`config.mk`:
```
export PLATFORM = sky130hd
export DESIGN_NAME = bank_switch_mapper_scanline_irq
export DESIGN_NICKNAME = d
export VERILOG_FILES = /design/src/sv/bsm_pkg.sv /design/src/sv/bank_switch_mapper_scanline_irq.sv
export SDC_FILE = /design/constraint.sdc
export NUM_CORES = 1
export LEC_CHECK = 0
export ABC_AREA = 1
export BUFFER_PORTS_ARGS = -buffer_cell sky130_fd_sc_hd__buf_2
export CAP_MARGIN = 10
export CORE_MARGIN = 1.5
export CORE_UTILIZATION = 35
export DETAILED_ROUTE_END_ITERATION = 12
export GPL_TIMING_DRIVEN = 0
export HOLD_SLACK_MARGIN = 0.1
export PLACE_DENSITY = 0.6
export SYNTH_ARGS = -nofsm -noshare
export SYNTH_HDL_FRONTEND = slang
export SYNTH_SLANG_ARGS = --single-unit
```
`constraint.sdc`:
```
create_clock -name clk_i -period 1.8 [get_ports clk_i]
set_input_delay 0.18 -clock clk_i [delete_from_list [all_inputs] [get_ports clk_i]]
set_output_delay 0.18 -clock clk_i [all_outputs]
set_load 0.02 [all_outputs]
```
`src/sv/bsm_pkg.sv`:
```
// Shared types and constants for the bank switch mapper with scanline IRQ.
package bsm_pkg;

  // Default bank widths for the top-level parameters.
  localparam int unsigned PATTERN_BANK_BITS_DEF = 8;
  localparam int unsigned PROGRAM_BANK_BITS_DEF = 4;

  // Fixed field widths.
  localparam int unsigned OP_W       = 2;
  localparam int unsigned ADDR_W     = 16;
  localparam int unsigned VALUE_W    = 8;
  localparam int unsigned ROM_ADDR_W = 18;
  localparam int unsigned MIRROR_W   = 2;
  localparam int unsigned PAGES_W    = 5;
  localparam int unsigned COUNT_W    = 17;
  localparam int unsigned RELOAD_W   = 16;
  localparam int unsigned PAGE_W     = 4;

  typedef enum logic [OP_W-1:0] {
    OP_REG_WRITE = 2'd0,
    OP_TICK      = 2'd1,
    OP_PAT_FETCH = 2'd2,
    OP_PRG_FETCH = 2'd3
  } op_e;

  // Register block bases (address bits 15:4).
  localparam logic [11:0] BASE_COUNT_LO = 12'h600;
  localparam logic [11:0] BASE_COUNT_HI = 12'h7FF;
  localparam logic [11:0] BASE_LATCH    = 12'h800;

  // Register offsets (address bits 3:0); 0..7 select the pattern banks.
  localparam logic [3:0] REG_PAT_FIRST = 4'h0;
  localparam logic [3:0] REG_PAT_LAST  = 4'h7;
  localparam logic [3:0] REG_PRG_BANK  = 4'h8;
  localparam logic [3:0] REG_MIRROR    = 4'h9;
  localparam logic [3:0] REG_IRQ_EN    = 4'hA;
  localparam logic [3:0] REG_COUNT_LO  = 4'hB;
  localparam logic [3:0] REG_COUNT_HI  = 4'hC;

  localparam logic [COUNT_W-1:0]  COUNT_RESET  = 17'd342;
  localparam logic [RELOAD_W-1:0] RELOAD_RESET = 16'd342;
  localparam logic [PAGES_W-1:0]  PAGES_RESET  = 5'd16;
  localparam logic [PAGES_W-1:0]  PAGES_MAX    = 5'd16;

endpackage

```
`src/sv/bank_switch_mapper_scanline_irq.sv`:
```
// Bank switch cartridge mapper with a scanline interrupt counter.
//
//   Channel | Direction | Handshake              | Beat payload
//   --------+-----------+------------------------+-----------------------------------------
//   in      | sink      | in_valid_i / in_stall_o | operation, address, value
//   out     | source    | out_valid_o / out_stall_i | rom_address, rom_is_pattern, mirror, irq
//   cfg     | sink      | cfg_valid_i / cfg_ready_o | program page count (5 bits)
//
// Every input beat produces exactly one output beat, registered in the cycle after it is
// accepted. The state update and the result are both computed combinationally from the
// beat and the mapper registers, so the block sustains one beat per clock unless stalled.
// Reset is asynchronous and active low; it returns every mapper register to its
// power-on value and empties the result register.
// A stall on the output holds the result register and stalls the input in the same
// cycle; the input is taken again as soon as the result is taken or the register empties.
module bank_switch_mapper_scanline_irq #(
  parameter int unsigned PATTERN_BANK_BITS = bsm_pkg::PATTERN_BANK_BITS_DEF,
  parameter int unsigned PROGRAM_BANK_BITS = bsm_pkg::PROGRAM_BANK_BITS_DEF
) (
  input  logic                               clk_i,
  input  logic                               rst_ni,
  // Item input channel.
  input  logic                               in_valid_i,
  output logic                               in_stall_o,
  input  logic [bsm_pkg::OP_W-1:0]           in_operation_i,
  input  logic [bsm_pkg::ADDR_W-1:0]         in_address_i,
  input  logic [bsm_pkg::VALUE_W-1:0]        in_value_i,
  // Result output channel.
  output logic                               out_valid_o,
  input  logic                               out_stall_i,
  output logic [bsm_pkg::ROM_ADDR_W-1:0]     out_rom_address_o,
  output logic                               out_rom_is_pattern_o,
  output logic [bsm_pkg::MIRROR_W-1:0]       out_mirroring_mode_o,
  output logic                               out_irq_line_o,
  // Configuration write channel.
  input  logic                               cfg_valid_i,
  output logic                               cfg_ready_o,
  input  logic [bsm_pkg::PAGES_W-1:0]        cfg_data_i
);
  import bsm_pkg::*;

  // Mapper state.
  logic [PATTERN_BANK_BITS-1:0] pat_bank_q [8];
  logic [PATTERN_BANK_BITS-1:0] pat_bank_d [8];
  logic [PROGRAM_BANK_BITS-1:0] prg_bank_q, prg_bank_d;
  logic [MIRROR_W-1:0]          mirror_q, mirror_d;
  logic                         irq_en_q, irq_en_d;
  logic [COUNT_W-1:0]           count_q, count_d;
  logic [RELOAD_W-1:0]          reload_q, reload_d;
  logic                         pending_q, pending_d;
  logic [PAGES_W-1:0]           pages_q;

  // Result register.
  logic                  out_valid_q;
  logic [ROM_ADDR_W-1:0] rom_addr_q, rom_addr_d;
  logic                  is_pat_q, is_pat_d;
  logic [MIRROR_W-1:0]   out_mirror_q;
  logic                  out_irq_q;

  logic in_accept;
  op_e  op;

  // Address decode for register writes.
  logic [11:0]        base;
  logic [3:0]         offset;
  logic               base_hit;
  logic               is_latch;
  logic [COUNT_W-1:0] count_sel;
  logic [COUNT_W-1:0] count_dec;

  // Fetch translation.
  logic [12:0]         pat_addr;
  logic [7:0]          pat_page;
  logic [PAGE_W-1:0]   last_page;
  logic [PAGE_W-1:0]   prg_page;

  // The result register frees up whenever its beat is taken, so the input is only
  // held off while a result sits stalled.
  assign in_stall_o  = out_valid_q && out_stall_i;
  assign in_accept   = in_valid_i && !in_stall_o;
  assign cfg_ready_o = 1'b1;

  assign op       = op_e'(in_operation_i);
  assign base     = in_address_i[15:4];
  assign offset   = in_address_i[3:0];
  assign is_latch = (base == BASE_LATCH);
  assign base_hit = (base == BASE_COUNT_LO) || (base == BASE_COUNT_HI) || is_latch;

  // The enable write reloads the counter only at the latch block.
  assign count_sel = is_latch ? COUNT_W'(reload_q) : count_q;
  assign count_dec = count_q - COUNT_W'(1);

  // Next mapper state for the beat being accepted.
  always_comb begin
    pat_bank_d = pat_bank_q;
    prg_bank_d = prg_bank_q;
    mirror_d   = mirror_q;
    irq_en_d   = irq_en_q;
    count_d    = count_q;
    reload_d   = reload_q;
    pending_d  = pending_q;
    case (op)
      OP_REG_WRITE: begin
        if (base_hit) begin
          case (offset) inside
            [REG_PAT_FIRST:REG_PAT_LAST]: begin
              pat_bank_d[offset[2:0]] = in_value_i[PATTERN_BANK_BITS-1:0];
            end
            REG_PRG_BANK: begin
              prg_bank_d = in_value_i[PROGRAM_BANK_BITS-1:0];
            end
            REG_MIRROR: begin
              mirror_d = in_value_i[MIRROR_W-1:0];
            end
            REG_IRQ_EN: begin
              // Enabling re-raises the request only when the counter already sits
              // at zero; any enable write first clears a pending request.
              irq_en_d  = in_value_i[0];
              count_d   = count_sel;
              pending_d = in_value_i[0] && (count_sel == '0);
            end
            REG_COUNT_LO: begin
              if (is_latch) begin
                reload_d = {reload_q[15:8], in_value_i};
              end else begin
                count_d = {1'b0, count_q[15:8], in_value_i};
              end
            end
            REG_COUNT_HI: begin
              if (is_latch) begin
                reload_d = {in_value_i, reload_q[7:0]};
              end else begin
                count_d = {1'b0, in_value_i, count_q[7:0]};
              end
            end
            default: begin
            end
          endcase
        end
      end
      OP_TICK: begin
        // Counting past zero fires the request, stops the counter and parks it at -1.
        if (irq_en_q) begin
          if (count_dec[COUNT_W-1]) begin
            pending_d = 1'b1;
            irq_en_d  = 1'b0;
            count_d   = '1;
          end else begin
            count_d = count_dec;
          end
        end
      end
      default: begin
      end
    endcase
  end

  // The upper 16K window always maps the last page; a page count of zero acts as one
  // and anything above sixteen acts as sixteen.
  always_comb begin
    if (pages_q == '0) begin
      last_page = '0;
    end else if (pages_q > PAGES_MAX) begin
      last_page = '1;
    end else begin
      last_page = PAGE_W'(pages_q - PAGES_W'(1));
    end
  end

  assign pat_addr = in_address_i[12:0];
  assign pat_page = 8'(pat_bank_q[pat_addr[12:10]]);
  assign prg_page = in_address_i[14] ? last_page : PAGE_W'(prg_bank_q);

  // Result fields; writes and ticks report a zero address.
  always_comb begin
    rom_addr_d = '0;
    is_pat_d   = 1'b0;
    case (op)
      OP_PAT_FETCH: begin
        rom_addr_d = {pat_page, pat_addr[9:0]};
        is_pat_d   = 1'b1;
      end
      OP_PRG_FETCH: begin
        if (in_address_i[15]) begin
          rom_addr_d = {prg_page, in_address_i[13:0]};
        end
      end
      default: begin
      end
    endcase
  end

  always_ff @(posedge clk_i or negedge rst_ni) begin
    if (!rst_ni) begin
      for (int i = 0; i < 8; i++) begin
        pat_bank_q[i] <= '0;
      end
      prg_bank_q <= '0;
      mirror_q   <= '0;
      irq_en_q   <= 1'b0;
      count_q    <= COUNT_RESET;
      reload_q   <= RELOAD_RESET;
      pending_q  <= 1'b0;
    end else if (in_accept) begin
      pat_bank_q <= pat_bank_d;
      prg_bank_q <= prg_bank_d;
      mirror_q   <= mirror_d;
      irq_en_q   <= irq_en_d;
      count_q    <= count_d;
      reload_q   <= reload_d;
      pending_q  <= pending_d;
    end
  end

  always_ff @(posedge clk_i or negedge rst_ni) begin
    if (!rst_ni) begin
      pages_q <= PAGES_RESET;
    end else if (cfg_valid_i && cfg_ready_o) begin
      pages_q <= cfg_data_i;
    end
  end

  always_ff @(posedge clk_i or negedge rst_ni) begin
    if (!rst_ni) begin
      out_valid_q <= 1'b0;
    end else if (in_accept) begin
      out_valid_q <= 1'b1;
    end else if (!out_stall_i) begin
      out_valid_q <= 1'b0;
    end
  end

  // Mirroring and IRQ are reported as they stand after the beat.
  always_ff @(posedge clk_i) begin
    if (in_accept) begin
      rom_addr_q   <= rom_addr_d;
      is_pat_q     <= is_pat_d;
      out_mirror_q <= mirror_d;
      out_irq_q    <= pending_d;
    end
  end

  assign out_valid_o          = out_valid_q;
  assign out_rom_address_o    = rom_addr_q;
  assign out_rom_is_pattern_o = is_pat_q;
  assign out_mirroring_mode_o = out_mirror_q;
  assign out_irq_line_o       = out_irq_q;

endmodule

```
### After elaboration in Yosys (flattened, before gate mapping)

Cells that the tools add are included.

* muxes and demuxes: 52
* add/sub/neg operators: 2
* reduce and logical (&&, ||, !) cells: 21
* equal/unequal tests: 28
* magnitude comparators: 6
* bitwise operators: 7

Operators by type and width (count)
* 17-bit 2-to-1 mux: 12
* 64-bit bitwise mux: 1
* 16-bit 2-to-1 mux: 3
* 18-bit case mux with 2 select lines: 1
* 17-bit case mux with 2 select lines: 1
* 8-bit 2-to-1 mux: 4
* 10-bit AND reduction: 3
* 8-bit binary-select mux with 3-bit select: 1
* 8-bit demux with 3-bit select: 1
* 12-bit by 11-bit == test with 1-bit output (second input constant): 2
* 4-bit == test (second input constant): 5
* 18-bit 2-to-1 mux: 1
* 17-bit logical NOT: 1
* 1-bit 2-to-1 mux: 17
* 17-bit by 1-bit subtractor with 17-bit output (second input constant): 1
* 2-bit != test (second input constant): 8
* 12-bit == test (second input constant): 1
* 4-bit 2-to-1 mux: 3
* 3-bit != test (second input constant): 4
* 4-bit != test (second input constant): 3
* 11-bit AND reduction: 1
* 2-bit 2-to-1 mux: 5
* 9-bit AND reduction: 1
* 4-bit >= comparator (second input constant): 2
* 20 further kinds: 34

* word-level logic and storage cells: 139
* input bits: 36
* register bits: 133
* output and inout bits: 25

### Logic depth before layout (Yosys ltp)

* word-level depth: 10
* gate-level depth with buffers: 14
* gate-level depth less buffers: 13

### Least setup slack after synthesis

No wires, ideal clock.

* path kind: register to register
* start: reg out_valid_q, in the netlist out_valid_o
* end: reg pat_bank_q[53] (netlist name)
* setup slack: -0.281 ns
* cell stages (with the launch flop): 10
* library setup time: 0.121 ns
* data required time: 1.679 ns
* arrival: 1.960 ns
* path buffers: 1
* clock period less this slack: 2.081 ns
* cell sequence: dfrtp_1 > nand2_1 > inv_1 > nor2_4 > nand3_4 > inv_6 > nand3_4 > buf_6 > nand2_1 > o21ai_2

* longest elaborated chain between the ends: 4

RTL lines
* start, declared: line bank_switch_mapper_scanline_irq.sv:54 `logic out_valid_q;`
* start signal, assigned: line bank_switch_mapper_scanline_irq.sv:225 `out_valid_q <= 1'b0;`
* start signal, assigned: line bank_switch_mapper_scanline_irq.sv:227 `out_valid_q <= 1'b1;`
* start signal, assigned: line bank_switch_mapper_scanline_irq.sv:229 `out_valid_q <= 1'b0;`
* 1-bit logical AND: line bank_switch_mapper_scanline_irq.sv:79 `assign in_stall_o = out_valid_q && out_stall_i;`
* net in_stall_o: line bank_switch_mapper_scanline_irq.sv:24 `output logic in_stall_o,`
* 1-bit logical NOT: line bank_switch_mapper_scanline_irq.sv:80 `assign in_accept = in_valid_i && !in_stall_o;`
* 1-bit logical AND: line bank_switch_mapper_scanline_irq.sv:80
* net in_accept: line bank_switch_mapper_scanline_irq.sv:60 `logic in_accept;`
* 4-bit AND reduction (no source line)
* end signal, assigned: line bank_switch_mapper_scanline_irq.sv:205 `pat_bank_q <= pat_bank_d;`
* end, declared: line bank_switch_mapper_scanline_irq.sv:43 `logic [PATTERN_BANK_BITS-1:0] pat_bank_q [8];`

The timed path passes the listed nets, and every way through them passes these cells.
A chain may end at the register's enable or synchronous reset.

### Worst setup path after layout

* start: reg count_q[0]
* end: reg count_q[14]

* longest elaborated chain between the ends: 4

RTL lines
* start, declared: line bank_switch_mapper_scanline_irq.sv:48 `logic [COUNT_W-1:0] count_q, count_d;`
* start signal, assigned: line bank_switch_mapper_scanline_irq.sv:209 `count_q <= count_d;`
* 17-bit by 1-bit subtractor with 17-bit output: line bank_switch_mapper_scanline_irq.sv:91 `assign count_dec = count_q - COUNT_W'(1);`
* 17-bit 2-to-1 mux: line bank_switch_mapper_scanline_irq.sv:144 `if (count_dec[COUNT_W-1]) begin`
* 17-bit 2-to-1 mux: line bank_switch_mapper_scanline_irq.sv:143 `if (irq_en_q) begin`
* 17-bit case mux with 2 select lines: line bank_switch_mapper_scanline_irq.sv:102 `case (op)`

Every way passes these cells. The select of a mux whose other input is x is not followed.

==> results.md <==
* Lkg Pwr at around 4.1 nW
* CTS tree: yes
* WP data required at 2.11 ns
* Final Skew at 0.009350 ns
* Final instance area at 8970 sq um
* Top post-synthesis cells by area: dfrtp_1, nand2_1, edfxtp_1
* I/O Pins at slightly above 60
* Core area at between 20000 and 25000 sq um
* Starting density of the core at a little over a third
* DRC viols at 0
* Die area at roughly 21000 sq um
* CTS Root Buffer Type: clkbuf_16
* Layout Cells excl Fill at roughly 1.3k
* Actual slew at the worst max-slew pin at between 0.7 and 0.8 ns
* IO buf count at 57
* Slew Viols, Final at 0
* TritonRoute pass-1 iters at 5
* Area growth from synthesis to layout at 25.44%
* Design Power at 8.893 mW
* Critical path fanouts, max at 5
* Final net count at approximately 1.1k
* Max cap viols at 0
* Cell Pwr Density at slightly below 1000 nW/um^2
* Status: complete, but fails checks
* Cts bufs inserted at 17
* Layout cells sized above 1 at between 20% and 30%
* Mapped Cells at 897
* Yosys warnings at 0
* Post-DP Area at 7840 sq um
* Mapped Nets at ~940
* Crit path arrival time at roughly 2.2 ns
* Crit path from: count_q[0]
* Synth Cell Area at between 7000 and 8000 sq um
* Main combinational cell family by area after synthesis: simple AND/OR/NAND/NOR gates
* Worst Setup End Kind: register
* Syn Area/Cell at between 7 and 8 sq um
* Register area share after synthesis at 48.28%
* Post-route ant nets at 0
* Placed cell count at roughly 1.2k
* Critical path class: reg2reg
* Async set-reset flop share out of synthesis at a little over four fifths
* Clock-pin slew on the worst setup and hold paths at 0.06 ns
* Final Hold Viols at 0
* Total number of vias at 6612
* CTS HTree Levels at 4
* Die height at approximately 150 um
* Post-synthesis xor/xnor area fraction at about 1.1%
* Global route overflow at 0
* Top_reg_cell synth: dfrtp_1
* Antenna violations before repair at 0
* Commonest non-fill, non-tap cells in the layout: nand2_1, dfrtp_1, nor2_1, o21ai_0, o21ai_1
* Fmax at ~540 MHz
* Rel. slew slack at between 40% and 50%
* Yosys cell types at 47
* Die width at 145.9 um
* Post-synthesis compound-gate area fraction at roughly 16%
* IR drop worst, VDD at roughly 530 uV
* Post-Synth Adder-Cell Area at 0.3500%
* CP startpoint kind: register
* Drt wl/cell at about 16 um
* Mux share of post-synthesis cell area at 0%
* N_diodes at 0
* Vias in the first global route at about 6.2k
* Largest net degree at the start of global routing at 68
* RSZ-0062 raised after global routing: true
* FF-to-FF Start: count_q[0]
* Min-delay src: in_address_i[8]
* Clk_lat worst skew at ~0.43 ns
* Failing checks: negative setup slack
* Initial drt markers at 621
* CTS Sinks at 133
* Final Worst Setup Slack at -0.03592 ns
* Placer Congestion at 0.8685
* Final min period at approximately 1.8 ns
* Most common cell after layout, fill and taps aside: nand2_1
* Tot GR Track Use at a little over 20%
* Flops & latches, synth at around 130
* First-pass GRT wire length at 33810 um
* Vias/cell at 5.082
* Final setup violation count at 5
* EDFF count, synth at 22
* Hold Crit Class: in2reg
* Top cell type's share of synthesized area at 35.00%
* Total Routed Length at between 20000 and 25000 um
* Row Count at 52
* Final HPWL DP at between 15000 and 20000 um
* Synth Area in Simple Gates at a little over a quarter
* CTS max path bufs at 2
* Top cell type by total area after synthesis: dfrtp_1
* Final worst-path cycle share at 102.0%
-- what timing repair did --
action                                  4_1_cts  5_1_grt
hold buffers                                 20        0
pin swaps                                    14       21
gates cloned                                  2        0
endpoints found under the setup margin      108       57
resized for setup                            27       29
endpoints found under the hold margin        71        0
setup buffers                                 8       14
-- path summary, 6_finish.rpt --
kind	cells after the start	slack [ns]	to
setup / recovery	14	-0.04	count_q[14]
hold / removal	3	0.11	out_rom_address_o[8]
setup reg to reg	14	-0.04	count_q[14]
hold reg to reg	2	0.47	reload_q[1]
max in group asynchronous	3	0.83	reload_q[1]
min in group asynchronous	2	0.25	pat_bank_q[11]
-- synthesized netlist by cell type, drive strengths merged (4+ instances only) --
| library cell | n |
|---|---|
| nand3 | 41 |
| nand4 | 6 |
| nand2 | 280 |
| xor2 | 8 |
| inv | 69 |
| a21oi | 10 |
| o221ai | 7 |
| buf | 18 |
| nor3 | 14 |
| a32o | 4 |
| nor2 | 101 |
| clkbuf | 14 |
| edfxtp | 22 |
| o22ai | 8 |
| o31ai | 5 |
| dfrtp | 100 |
| o21ai | 147 |
| dfstp | 11 |
| o211ai | 14 |
-- power breakdown --
part	total [mW]	switching (mW)	internal, mW
sequential	3.43	0.168	3.26
combinational	2.04	1.26	0.781
clock	3.43	1.39	2.04
-- state kept, by name (all words and copies together) (netlist names), 2 cells and up --
register / flops
pat_bank_q: 64
pages_q: 5
reload_q: 16
prg_bank_q: 4
count_q: 17
out_mirroring_mode_o: 2
mirror_q: 2
out_rom_address_o: 18
-- critical path: stages (launching register included) --
cell and delay [ns]:
dfrtp_1 0.40, inv_2 0.09, ha_4 0.15, nand2_4 0.06, nor2_4 0.07, inv_2 0.05
nor2_4 0.16, nand2_2 0.07, nand2_2 0.09, nand2_4 0.07, buf_6 0.14, o21ai_2 0.12
o211ai_1 0.10, nand2_1 0.07, o21ai_1 0.06
-- per-stage QoR --
stage / worst slack, ns / setup TNS (ns) / utilization (%) / hold WS [ns]
final: -0.03592 / -0.08153 / 44.62 / 0.1084
after detailed placement: -0.6409 / -43.73 / 39.00 / 0.1459
after global placement: -1.120 / -132.26 / 38.83 / 0.3887
after CTS: -0.04863 / -0.1789 / 43.57 / 0.1012
after floorplan: -0.2341 / -13.65 / - / -0.1156
after global routing: -0.1481 / -1.320 / 44.62 / 0.1258
-- final cells by class --
| cell class | count | area (sq um) |
|---|---|---|
| multi-input combinational | 662 | 3392 |
| inverter | 71 | 279.0 |
| clock buffer | 17 | 425.4 |
| timing repair buffer | 101 | 711.9 |
| clock inverter | 15 | 152.6 |
| sequential | 133 | 3455 |
| tap | 270 | 337.8 |
| buffer | 32 | 216.5 |
| fill | 1969 | 11130 |
-- metal layers --
layer | up-vias | track usage (%) | share of wire, %
li1 | 3246 | - | -
met1 | 3109 | 29.67 | 48
met2 | 232 | 31.14 | 45
met3 | 25 | 3.072 | 5.8
met4 | 0 | 6.735 | 1.6
met5 | - | 0 | 0
-- cells by family after synthesis --
group / after synthesis
and+or+nand+nor: 447
adders and majority gates: 2
other: 1
DFF: 133
AOI/OAI and AO/OA: 202
buffers and inverters: 103
xor gates and xnor gates: 9
(Power assumes the default switching activity.)
